$ cat src/rtl/srmp_pkg.sv
`timescale 1ns / 1ps
// Shared types, constants and helpers for the sensor record message parser.
// No dependencies.
package srmp_pkg;

  localparam int MAX_RECORDS = 5;
  localparam int ROM_DIGITS  = 16;
  localparam int VALUE_CHARS = 8;

  localparam int EVQ_DEPTH = 4;
  localparam int EVQ_AW    = 2;

  localparam logic [7:0] CH_LBRACE = 8'h7B;
  localparam logic [7:0] CH_RBRACE = 8'h7D;
  localparam logic [7:0] CH_COLON  = 8'h3A;
  localparam logic [7:0] CH_COMMA  = 8'h2C;
  localparam logic [7:0] CH_MINUS  = 8'h2D;
  localparam logic [7:0] CH_DOT    = 8'h2E;
  localparam logic [7:0] CH_SPACE  = 8'h20;
  localparam logic [7:0] CH_NL     = 8'h0A;

  localparam int KW_LEN = 6;
  localparam logic [7:0] KEYWORD [KW_LEN] = '{8'h73, 8'h65, 8'h6E, 8'h73, 8'h6F, 8'h72};

  typedef enum logic [1:0] {
    KIND_RECORD = 2'd0,
    KIND_ACCEPT = 2'd1,
    KIND_REJECT = 2'd2,
    KIND_TEXT   = 2'd3
  } kind_t;

  typedef enum logic [3:0] {
    ST_LEAD     = 4'd0,
    ST_TEXT     = 4'd1,
    ST_PRE_KW   = 4'd2,
    ST_KW       = 4'd3,
    ST_PRE_ROM  = 4'd4,
    ST_ROM      = 4'd5,
    ST_POST_ROM = 4'd6,
    ST_PRE_VAL  = 4'd7,
    ST_VAL      = 4'd8,
    ST_POST_VAL = 4'd9,
    ST_DONE     = 4'd10
  } parse_state_t;

  // One entry of the event queue: what a single byte caused.
  typedef struct packed {
    logic        rec_valid;
    logic        stat_valid;
    kind_t       stat_kind;
    logic [2:0]  record_index;
    logic [63:0] rom_code;
    logic        negative;
    logic [26:0] magnitude;
    logic [2:0]  fraction_digits;
  } event_t;

  function automatic logic is_space(input logic [7:0] b);
    return (b == CH_SPACE) || (b == CH_NL);
  endfunction

  function automatic logic is_digit(input logic [7:0] b);
    return (b >= 8'h30) && (b <= 8'h39);
  endfunction

endpackage

$ cat src/rtl/sensor_record_message_parser_top.sv
`timescale 1ns / 1ps
// Sensor record message parser, top level. Uses srmp_pkg, srmp_front,
// srmp_evq and srmp_back.
// A result word passes through the event queue and then the output register.
// Throughput: one byte per cycle unless the queue is full; a byte yielding
// a record and a status makes two words, absorbed by the four-entry queue.
// Reset (rst, synchronous) returns the parser to the start of a message and
// empties the queue and output register.
module sensor_record_message_parser_top import srmp_pkg::*; (
  input  logic        clk,
  input  logic        rst,
  input  logic        in_valid,
  output logic        in_ready,
  input  logic [7:0]  char_byte,
  input  logic        end_of_message,
  output logic        out_valid,
  input  logic        out_ready,
  output logic [1:0]  kind,
  output logic [2:0]  record_index,
  output logic [63:0] rom_code,
  output logic        negative,
  output logic [26:0] magnitude,
  output logic [2:0]  fraction_digits,
  output logic        last
);

  logic   take, push, pop, not_empty, not_full;
  event_t wr_ev, rd_ev;

  assign in_ready = not_full;
  assign take     = in_valid && in_ready;

  srmp_front u_front (
    .clk            (clk),
    .rst            (rst),
    .take           (take),
    .char_byte      (char_byte),
    .end_of_message (end_of_message),
    .push           (push),
    .ev             (wr_ev)
  );

  srmp_evq u_evq (
    .clk       (clk),
    .rst       (rst),
    .push      (push),
    .wr_ev     (wr_ev),
    .pop       (pop),
    .rd_ev     (rd_ev),
    .not_empty (not_empty),
    .not_full  (not_full)
  );

  srmp_back u_back (
    .clk             (clk),
    .rst             (rst),
    .rd_ev           (rd_ev),
    .not_empty       (not_empty),
    .pop             (pop),
    .out_valid       (out_valid),
    .out_ready       (out_ready),
    .kind            (kind),
    .record_index    (record_index),
    .rom_code        (rom_code),
    .negative        (negative),
    .magnitude       (magnitude),
    .fraction_digits (fraction_digits),
    .last            (last)
  );

endmodule

$ cat src/rtl/srmp_front.sv
`timescale 1ns / 1ps
// Front end: accepts message bytes, runs the grammar state machine and
// pushes one event per byte that yields results. Depends on srmp_pkg.
module srmp_front import srmp_pkg::*; (
  input  logic        clk,
  input  logic        rst,
  input  logic        take,
  input  logic [7:0]  char_byte,
  input  logic        end_of_message,
  output logic        push,
  output event_t      ev
);

  parse_state_t st, st_next;
  logic [4:0]   tc, tc_next;
  logic [63:0]  rom, rom_next;
  logic [26:0]  vd, vd_next;
  logic         minus_f, minus_next;
  logic         dot_f, dot_next;
  logic [2:0]   frac, frac_next;
  logic [2:0]   rc, rc_next;
  logic         failed, failed_next;

  always_ff @(posedge clk) begin
    if (rst) begin
      st      <= ST_LEAD;
      tc      <= '0;
      rom     <= '0;
      vd      <= '0;
      minus_f <= 1'b0;
      dot_f   <= 1'b0;
      frac    <= '0;
      rc      <= '0;
      failed  <= 1'b0;
    end else if (take) begin
      st      <= st_next;
      tc      <= tc_next;
      rom     <= rom_next;
      vd      <= vd_next;
      minus_f <= minus_next;
      dot_f   <= dot_next;
      frac    <= frac_next;
      rc      <= rc_next;
      failed  <= failed_next;
    end
  end

  always_comb begin
    logic       sp;
    logic       do_kw, do_rom, do_val, do_post;
    logic       used, val_fail;
    logic [3:0] hexv;
    logic       hex_ok;
    sp      = is_space(char_byte);
    do_kw   = 1'b0;
    do_rom  = 1'b0;
    do_val  = 1'b0;
    do_post = 1'b0;
    used    = 1'b0;
    val_fail = 1'b0;
    hexv    = '0;
    hex_ok  = 1'b0;

    st_next     = st;
    tc_next     = tc;
    rom_next    = rom;
    vd_next     = vd;
    minus_next  = minus_f;
    dot_next    = dot_f;
    frac_next   = frac;
    rc_next     = rc;
    failed_next = failed;

    ev   = '0;
    push = 1'b0;

    if (!failed) begin
      unique case (st)
        ST_LEAD: begin
          if (!sp) begin
            if (char_byte == CH_LBRACE) begin
              tc_next    = '0;
              rom_next   = '0;
              vd_next    = '0;
              minus_next = 1'b0;
              dot_next   = 1'b0;
              frac_next  = '0;
              st_next    = ST_PRE_KW;
            end else begin
              st_next = ST_TEXT;
            end
          end
        end
        ST_TEXT: ;
        ST_PRE_KW:   do_kw = !sp;
        ST_KW:       do_kw = 1'b1;
        ST_PRE_ROM:  do_rom = !sp;
        ST_ROM:      do_rom = 1'b1;
        ST_POST_ROM: begin
          if (!sp) begin
            if (char_byte == CH_COLON) begin
              tc_next = '0;
              st_next = ST_PRE_VAL;
            end else begin
              failed_next = 1'b1;
            end
          end
        end
        ST_PRE_VAL:  do_val = !sp;
        ST_VAL:      do_val = 1'b1;
        ST_POST_VAL: do_post = 1'b1;
        default:     failed_next = 1'b1;
      endcase
    end

    if (do_kw) begin
      if (tc < 5'(KW_LEN) && char_byte == KEYWORD[tc[2:0]]) begin
        tc_next = tc + 5'd1;
        st_next = ST_KW;
        if (tc_next >= 5'(KW_LEN)) begin
          tc_next = '0;
          st_next = ST_PRE_ROM;
        end
      end else begin
        failed_next = 1'b1;
      end
    end

    if (do_rom) begin
      if (is_digit(char_byte)) begin
        hexv   = char_byte[3:0];
        hex_ok = 1'b1;
      end else if (char_byte >= 8'h61 && char_byte <= 8'h66) begin
        hexv   = 4'(char_byte - 8'h57);
        hex_ok = 1'b1;
      end
      if (hex_ok) begin
        rom_next = {rom[59:0], hexv};
        tc_next  = tc + 5'd1;
        st_next  = ST_ROM;
        if (tc_next >= 5'(ROM_DIGITS)) begin
          tc_next = '0;
          st_next = ST_POST_ROM;
        end
      end else begin
        failed_next = 1'b1;
      end
    end

    if (do_val) begin
      used = 1'b1;
      if (tc == 5'd0 && char_byte == CH_MINUS) begin
        minus_next = 1'b1;
      end else if (is_digit(char_byte)) begin
        // times ten as two shifts
        vd_next = (vd << 3) + (vd << 1) + 27'(char_byte[3:0]);
        if (dot_f) frac_next = frac + 3'd1;
      end else if (char_byte == CH_DOT) begin
        if (dot_f) begin
          failed_next = 1'b1;
          val_fail    = 1'b1;
        end else begin
          dot_next = 1'b1;
        end
      end else begin
        used = 1'b0;
      end
      if (!val_fail) begin
        // record fields are taken before a comma clears them
        ev.rec_valid       = !used || (tc + 5'd1 >= 5'(VALUE_CHARS));
        ev.record_index    = rc;
        ev.rom_code        = rom;
        ev.negative        = minus_next;
        ev.magnitude       = vd_next;
        ev.fraction_digits = frac_next;
        if (used) begin
          tc_next = tc + 5'd1;
          st_next = ST_VAL;
          if (tc_next >= 5'(VALUE_CHARS)) begin
            tc_next = '0;
            st_next = ST_POST_VAL;
          end
        end else begin
          tc_next = '0;
          do_post = 1'b1;
        end
      end
    end

    if (do_post) begin
      st_next = ST_POST_VAL;
      if (!sp) begin
        if (char_byte == CH_COMMA) begin
          if ({1'b0, rc} + 4'd1 >= 4'(MAX_RECORDS)) begin
            failed_next = 1'b1;
          end else begin
            rc_next    = rc + 3'd1;
            tc_next    = '0;
            rom_next   = '0;
            vd_next    = '0;
            minus_next = 1'b0;
            dot_next   = 1'b0;
            frac_next  = '0;
            st_next    = ST_PRE_KW;
          end
        end else if (char_byte == CH_RBRACE) begin
          st_next = ST_DONE;
        end else begin
          failed_next = 1'b1;
        end
      end
    end

    if (end_of_message) begin
      ev.stat_valid = 1'b1;
      if (failed_next)                                ev.stat_kind = KIND_REJECT;
      else if (st_next == ST_TEXT || st_next == ST_LEAD) ev.stat_kind = KIND_TEXT;
      else if (st_next == ST_DONE)                    ev.stat_kind = KIND_ACCEPT;
      else                                            ev.stat_kind = KIND_REJECT;
      st_next     = ST_LEAD;
      tc_next     = '0;
      rom_next    = '0;
      vd_next     = '0;
      minus_next  = 1'b0;
      dot_next    = 1'b0;
      frac_next   = '0;
      rc_next     = '0;
      failed_next = 1'b0;
    end

    push = take && (ev.rec_valid || ev.stat_valid);
  end

endmodule

$ cat src/rtl/srmp_evq.sv
`timescale 1ns / 1ps
// Short event queue between the parser front end and the output stage.
// Depends on srmp_pkg.
module srmp_evq import srmp_pkg::*; (
  input  logic   clk,
  input  logic   rst,
  input  logic   push,
  input  event_t wr_ev,
  input  logic   pop,
  output event_t rd_ev,
  output logic   not_empty,
  output logic   not_full
);

  event_t               mem [EVQ_DEPTH];
  logic [EVQ_AW-1:0]    wr_ptr, rd_ptr;
  logic [EVQ_AW:0]      count;

  assign not_empty = (count != '0);
  assign not_full  = (count != (EVQ_AW+1)'(EVQ_DEPTH));
  assign rd_ev     = mem[rd_ptr];

  always_ff @(posedge clk) begin
    if (push) mem[wr_ptr] <= wr_ev;
  end

  always_ff @(posedge clk) begin
    if (rst) begin
      wr_ptr <= '0;
      rd_ptr <= '0;
      count  <= '0;
    end else begin
      if (push) wr_ptr <= wr_ptr + EVQ_AW'(1);
      if (pop)  rd_ptr <= rd_ptr + EVQ_AW'(1);
      unique case ({push, pop})
        2'b10:   count <= count + (EVQ_AW+1)'(1);
        2'b01:   count <= count - (EVQ_AW+1)'(1);
        default: count <= count;
      endcase
    end
  end

endmodule

$ cat src/rtl/srmp_back.sv
`timescale 1ns / 1ps
// Output stage: pops events and sends one result word per cycle when not
// stalled, a record then a status when a byte caused both. Uses srmp_pkg.
module srmp_back import srmp_pkg::*; (
  input  logic        clk,
  input  logic        rst,
  input  event_t      rd_ev,
  input  logic        not_empty,
  output logic        pop,
  output logic        out_valid,
  input  logic        out_ready,
  output logic [1:0]  kind,
  output logic [2:0]  record_index,
  output logic [63:0] rom_code,
  output logic        negative,
  output logic [26:0] magnitude,
  output logic [2:0]  fraction_digits,
  output logic        last
);

  logic  pend_stat;
  kind_t pend_kind;
  logic  can_load;

  assign can_load = !out_valid || out_ready;
  assign pop      = can_load && !pend_stat && not_empty;

  always_ff @(posedge clk) begin
    if (rst) begin
      out_valid <= 1'b0;
      pend_stat <= 1'b0;
    end else if (can_load) begin
      if (pend_stat) begin
        out_valid <= 1'b1;
        pend_stat <= 1'b0;
      end else if (not_empty) begin
        out_valid <= 1'b1;
        pend_stat <= rd_ev.rec_valid && rd_ev.stat_valid;
      end else begin
        out_valid <= 1'b0;
      end
    end
  end

  // payload
  always_ff @(posedge clk) begin
    if (can_load) begin
      if (pend_stat || (not_empty && !rd_ev.rec_valid)) begin
        kind            <= pend_stat ? pend_kind : rd_ev.stat_kind;
        record_index    <= '0;
        rom_code        <= '0;
        negative        <= 1'b0;
        magnitude       <= '0;
        fraction_digits <= '0;
        last            <= 1'b1;
      end else if (not_empty) begin
        kind            <= KIND_RECORD;
        record_index    <= rd_ev.record_index;
        rom_code        <= rd_ev.rom_code;
        negative        <= rd_ev.negative;
        magnitude       <= rd_ev.magnitude;
        fraction_digits <= rd_ev.fraction_digits;
        last            <= !rd_ev.stat_valid;
        pend_kind       <= rd_ev.stat_kind;
      end
    end
  end

endmodule
$ cat config.mk
export PLATFORM = sky130hd
export DESIGN_NAME = sensor_record_message_parser_top
export DESIGN_NICKNAME = d
export VERILOG_FILES = /design/src/rtl/srmp_pkg.sv /design/src/rtl/sensor_record_message_parser_top.sv /design/src/rtl/srmp_front.sv /design/src/rtl/srmp_evq.sv /design/src/rtl/srmp_back.sv
export SDC_FILE = /design/constraint.sdc
export NUM_CORES = 1
export LEC_CHECK = 0
export ABC_AREA = 0
export ABC_CLOCK_PERIOD_IN_PS = 12800
export BUFFER_PORTS_ARGS = -buffer_cell sky130_fd_sc_hd__buf_2
export CAP_MARGIN = 0
export CORE_UTILIZATION = 60
export DETAILED_ROUTE_END_ITERATION = 12
export GPL_ROUTABILITY_DRIVEN = 0
export PLACE_DENSITY = 0.83
export SLEW_MARGIN = 25
export SYNTH_ARGS = -nofsm -noshare
export SYNTH_HDL_FRONTEND = slang
export SYNTH_SLANG_ARGS = --single-unit
$ cat constraint.sdc
create_clock -name clk -period 12.8 [get_ports clk]
set_input_delay 2.56 -clock clk [delete_from_list [all_inputs] [get_ports clk]]
set_output_delay 2.56 -clock clk [all_outputs]
set_load 0.02 [all_outputs]
==> metrics.txt <==
# TYPE chip_impl_metric gauge
chip_impl_info{name="hold_path.class",value="reg2reg"} 1
chip_impl_metric{name="tritoncts.num_buffers",unit=""} 58
chip_impl_metric{name="relSlewSlack",unit="%"} 27.0
chip_impl_metric{name="final.setup.tns",unit="ns"} 0
chip_impl_metric{name="postSynthRegisterBits",unit=""} 631
chip_impl_metric{name="power.leakage",unit="nW"} 10.6
chip_impl_metric{name="dp.cells",unit=""} 2301
chip_impl_metric{name="hold_viol",unit=""} 0
chip_impl_metric{name="routed-via-count",unit=""} 14878
chip_impl_metric{name="synth_simple_gate_area_share",unit="%"} 9.21
chip_impl_info{name="synth_top_cell_by_area",value="sky130_fd_sc_hd__edfxtp_1"} 1
chip_impl_info{name="busiest_layer",value="met2"} 1
chip_impl_metric{name="holdPathStages",unit=""} 1
chip_impl_metric{name="firstDrtPassIters",unit=""} 5
chip_impl_info{name="family_with_the_most_delay_on_the_worst_path",value="simple AND/OR/NAND/NOR gates"} 1
chip_impl_info{name="cell_with_the_largest_stage_delay_on_the_worst_path",value="sky130_fd_sc_hd__buf_4"} 1
chip_impl_metric{name="pin_count",unit=""} 116
chip_impl_metric{name="synthesis.area_per_instance",unit="µm²"} 15.7
chip_impl_metric{name="detailedPlace.worstSlack",unit="ns"} 5.73
chip_impl_metric{name="drt_iter0_markers",unit=""} 1370
chip_impl_info{name="cts-root-buf",value="sky130_fd_sc_hd__clkbuf_16"} 1
chip_impl_metric{name="synth_largest_type_area_fraction",unit="%"} 58.4
chip_impl_metric{name="insertedDiodeCount",unit=""} 0
chip_impl_metric{name="synth-compound-area-share",unit="%"} 7.72
chip_impl_metric{name="synth.yosys.warnings",unit=""} 0
chip_impl_metric{name="reg2regPathDepth",unit=""} 12
chip_impl_metric{name="p_per_area",unit="nW/µm²"} 189
chip_impl_metric{name="width_of_the_die",unit="µm"} 211
chip_impl_metric{name="groute.layer.met1.usage",unit="%"} 31.4
chip_impl_metric{name="globalRouteTotalUtil",unit="%"} 24.3
chip_impl_metric{name="post_synth_num_cell_types",unit=""} 79
chip_impl_metric{name="number_of_antenna_violations_at_the_first_check_in_global_routing",unit=""} 2
chip_impl_metric{name="dp_hpwl",unit="µm"} 32400
chip_impl_info{name="cts_tree",value="done"} 1
chip_impl_info{name="synth_flop_cell",value="sky130_fd_sc_hd__edfxtp_1"} 1
chip_impl_metric{name="timing.critical_path.arrival",unit="ns"} 6.87
chip_impl_metric{name="vias_per_cell",unit=""} 6.17
chip_impl_metric{name="initial_utilization",unit="%"} 60.9
chip_impl_metric{name="critical_path_rt",unit="ns"} 13.03
chip_impl_info{name="worst_hold_startpoint",value="u_front.rom[61]"} 1
chip_impl_metric{name="irDropWorstVdd",unit="mV"} 0.171
chip_impl_metric{name="design.core.area",unit="µm²"} 43200
chip_impl_metric{name="setup_violations",unit=""} 0
chip_impl_metric{name="clock-skew-final",unit="ns"} 0.0231
chip_impl_metric{name="via_count_of_the_first_global_routing_pass",unit=""} 14909
chip_impl_metric{name="worst_slack",unit="ns"} 6.17
chip_impl_info{name="critPathMostFrequentCell",value="sky130_fd_sc_hd__nor2_1"} 1
chip_impl_info{name="grt_setup_unrepaired",value="false"} 1
chip_impl_metric{name="synth_xor_area_share",unit="%"} 1.13
chip_impl_metric{name="grt_pass1_wl",unit="µm"} 82800
chip_impl_metric{name="area_enclosed_by_the_die_boundary",unit="µm²"} 44600
chip_impl_info{name="crit_chain",value="buf_2, inv_1, ha_1, o21bai_1, a2111o_1, o31a_1, nor2_1, nor2_1, nor2_1, nor2_1, and2_4, buf_4"} 1
chip_impl_info{name="post-synth-top-count-cell",value="sky130_fd_sc_hd__edfxtp_1"} 1
chip_impl_metric{name="nNetsFinal",unit=""} 1859
chip_impl_metric{name="slew_viol_final",unit=""} 0
chip_impl_info{name="critical_path.reg2reg.endpoint",value="u_evq.mem[2][82]"} 1
chip_impl_metric{name="share_of_the_yosys_chip_area_belonging_to_registers",unit="%"} 67.5
chip_impl_metric{name="clk_transition_reported_paths",unit="ns"} 0.06
chip_impl_metric{name="grt_start_max_net_pins",unit=""} 72
chip_impl_metric{name="critical_path_buf_inv_count",unit=""} 3
chip_impl_info{name="hold_path_end",value="u_front.rom[61]"} 1
chip_impl_info{name="outcome",value="completed"} 1
chip_impl_metric{name="period_minus_slack",unit="ns"} 6.63
chip_impl_metric{name="post_layout_nonfiller_instances",unit=""} 2412
chip_impl_metric{name="async_flop_share",unit="%"} 0
chip_impl_metric{name="synth_mux_area_share",unit="%"} 9.05
chip_impl_info{name="critical_path.reg2reg.startpoint",value="u_front.tc[0]"} 1
chip_impl_metric{name="post_drt_wl_per_cell",unit="µm"} 22.0
chip_impl_metric{name="grt_overflow_total",unit=""} 0
chip_impl_metric{name="syn-instance-count",unit=""} 1671
chip_impl_metric{name="drive_above_1_share",unit="%"} 20.0
chip_impl_metric{name="syn2layout_area_growth",unit="%"} 11.9
chip_impl_metric{name="worst_path_largest_cell_delay",unit="ns"} 0.80
chip_impl_metric{name="wirelength",unit="µm"} 53100
chip_impl_info{name="post_synth_most_frequent_cells",value="sky130_fd_sc_hd__edfxtp_1 (511), sky130_fd_sc_hd__dfxtp_1 (120), sky130_fd_sc_hd__nor2b_1 (104), sky130_fd_sc_hd__mux4_2 (102), sky130_fd_sc_hd__nor2_1 (83)"} 1
chip_impl_metric{name="cts_hold_buf",unit=""} 0
chip_impl_metric{name="drc_violations_left",unit=""} 0
chip_impl_info{name="netlist_top_cells_area",value="sky130_fd_sc_hd__edfxtp_1 (58%), sky130_fd_sc_hd__dfxtp_1 (9.1%), sky130_fd_sc_hd__mux4_2 (8.7%), sky130_fd_sc_hd__ha_1 (3.1%), sky130_fd_sc_hd__a22o_1 (2.5%)"} 1
chip_impl_metric{name="post-cts-setup-buffers",unit=""} 0
chip_impl_info{name="critical_path.startpoint_type",value="input pin"} 1
chip_impl_metric{name="clock_tree.buffer_depth",unit=""} 3
chip_impl_metric{name="htree_num_levels",unit=""} 2
chip_impl_metric{name="share_of_the_clock_period_used_by_the_worst_path_after_layout",unit="%"} 51.8
chip_impl_metric{name="fp-row-count",unit=""} 76
chip_impl_metric{name="final_antenna_net_count",unit=""} 0
chip_impl_metric{name="fmax",unit="MHz"} 151
chip_impl_metric{name="worst-r2r-setup-slack",unit="ns"} 8.03
chip_impl_metric{name="post_synth_fa_ha_maj_area_fraction",unit="%"} 3.37
chip_impl_metric{name="timing.critical_path.fanout_max",unit=""} 57
chip_impl_metric{name="grt.met3_usage",unit="%"} 3.93
chip_impl_metric{name="numPortBuffers",unit=""} 115
chip_impl_metric{name="fillCellCount",unit=""} 2745
chip_impl_metric{name="timing_worst_slew_pin_value",unit="ns"} 1.08
chip_impl_info{name="critPathCaptureType",value="flip-flop"} 1
chip_impl_metric{name="mappedNetlistNets",unit=""} 1753
chip_impl_metric{name="die_h",unit="µm"} 211
chip_impl_metric{name="cts_repair_resize_count",unit=""} 0
chip_impl_metric{name="mapped_cell_area",unit="µm²"} 26300
chip_impl_metric{name="cap_viol_max_count",unit=""} 0
chip_impl_info{name="path_class",value="in2reg"} 1
chip_impl_metric{name="clock_sink_count",unit=""} 631
chip_impl_metric{name="gr-usage-met2",unit="%"} 41.8
chip_impl_metric{name="synth_enable_flop_cells",unit=""} 511
chip_impl_info{name="synth_top_family_by_area",value="simple AND/OR/NAND/NOR gates"} 1
chip_impl_metric{name="worstSkewPairLatency",unit="ns"} 0.63
-- worst reg2reg max path, stage by stage (launching register included) --
cell	delay (ns)
sky130_fd_sc_hd__dfxtp_1	0.40
sky130_fd_sc_hd__inv_1	0.14
sky130_fd_sc_hd__ha_1	0.16
sky130_fd_sc_hd__nor4b_2	0.45
sky130_fd_sc_hd__a2111oi_2	0.18
sky130_fd_sc_hd__nand2_1	0.15
sky130_fd_sc_hd__o21ai_2	0.06
sky130_fd_sc_hd__buf_4	0.26
sky130_fd_sc_hd__nor2_1	0.54
sky130_fd_sc_hd__nor2_1	0.10
sky130_fd_sc_hd__nor2_1	0.39
sky130_fd_sc_hd__and2_4	0.69
sky130_fd_sc_hd__buf_4	0.81
-- where the power goes --
part	internal (mW)	switching, mW
clock	1.03	0.742
sequential	2.54	0.0914
combinational	0.418	0.727
total	3.99	1.56
-- worst max-delay path by stage --
stage                 start  slack, ns  cells past startpoint                   endpoint
2_1_floorplan     out_ready       5.39                      2  u_back.fraction_digits[0]
3_3_place_gp   char_byte[0]       5.92                     13           u_evq.mem[0][84]
3_5_place_dp   char_byte[1]       5.73                     12           u_evq.mem[3][11]
4_1_cts        char_byte[1]       6.23                     12           u_evq.mem[0][92]
5_1_grt        char_byte[0]       5.89                     13           u_evq.mem[0][92]
6_report       char_byte[1]       6.17                     12           u_evq.mem[2][82]
-- cell families after synthesis --
kind of cell	after synthesis
XOR/XNOR	34
buffers and inverters	119
adder cells (fa/ha/maj)	69
multiplexers	110
AO/OA/AOI/OAI	273
flip-flops	631
AND/OR/NAND/NOR	435
-- placed cells by master, fill, tap and decap left out, types with 13 or more instances in the layout --
cell	synthesis	final
sky130_fd_sc_hd__a22oi_1	16	16
sky130_fd_sc_hd__and2_1	76	72
sky130_fd_sc_hd__ha_1	66	66
sky130_fd_sc_hd__dfxtp_1	120	118
sky130_fd_sc_hd__clkbuf_16	0	58
sky130_fd_sc_hd__o21ai_0	37	37
sky130_fd_sc_hd__edfxtp_1	511	511
sky130_fd_sc_hd__xnor2_1	20	20
sky130_fd_sc_hd__mux4_2	102	102
sky130_fd_sc_hd__a22o_1	76	76
sky130_fd_sc_hd__nand3_1	23	23
sky130_fd_sc_hd__buf_4	0	13
sky130_fd_sc_hd__a21o_1	19	19
sky130_fd_sc_hd__nor2_1	83	79
sky130_fd_sc_hd__a21oi_1	52	52
sky130_fd_sc_hd__nor2b_1	104	104
sky130_fd_sc_hd__inv_1	34	34
sky130_fd_sc_hd__nand2_1	67	67
sky130_fd_sc_hd__clkbuf_8	0	16
sky130_fd_sc_hd__buf_2	12	115
sky130_fd_sc_hd__xor2_1	14	14
-- layer usage --
layer / wire, µm / part of all wire, %
met4: 1400 / 2.6
met5: 22 / 0.041
met2: 27200 / 51
met1: 20900 / 39
met3: 3470 / 6.5
-- sequential cells by signal (all words and copies together), names as in the netlist, 3 cells and up, named ones only --
register	cells
u_back.fraction_digits	3
u_evq.mem	408
u_front.tc	5
u_back.rom_code	64
u_front.vd	27
u_front.st	4
u_front.rc	3
u_evq.count	3
u_back.record_index	3
u_back.magnitude	27
u_front.frac	3
u_front.rom	64
-- layout make-up --
cell class                      instances  area [µm²]  share of cell area, %
Clock buffer                           84        1710                   5.81
Multi-Input combinational cell        921        8080                   27.5
Inverter                               35         131                  0.447
Sequential cell                       631       17800                   60.4
Clock inverter                         26         287                  0.974
Timing Repair Buffer                  130         712                   2.42
Tap cell                              585         732                   2.49
-- stage by stage --
stage	hold slack, ns	power, mW	utilization (%)	cell area [µm²]
finish	0.474	5.55	68.1	29400
global route	0.484	5.76	68.1	29400
CTS	0.476	5.58	68.0	29400
detailed placement	0.457	3.82	63.4	27400
global placement	0.437	3.79	63.4	27400
floorplan	0.425	3.48	-	26300
Power figures use the tool's default switching activity.
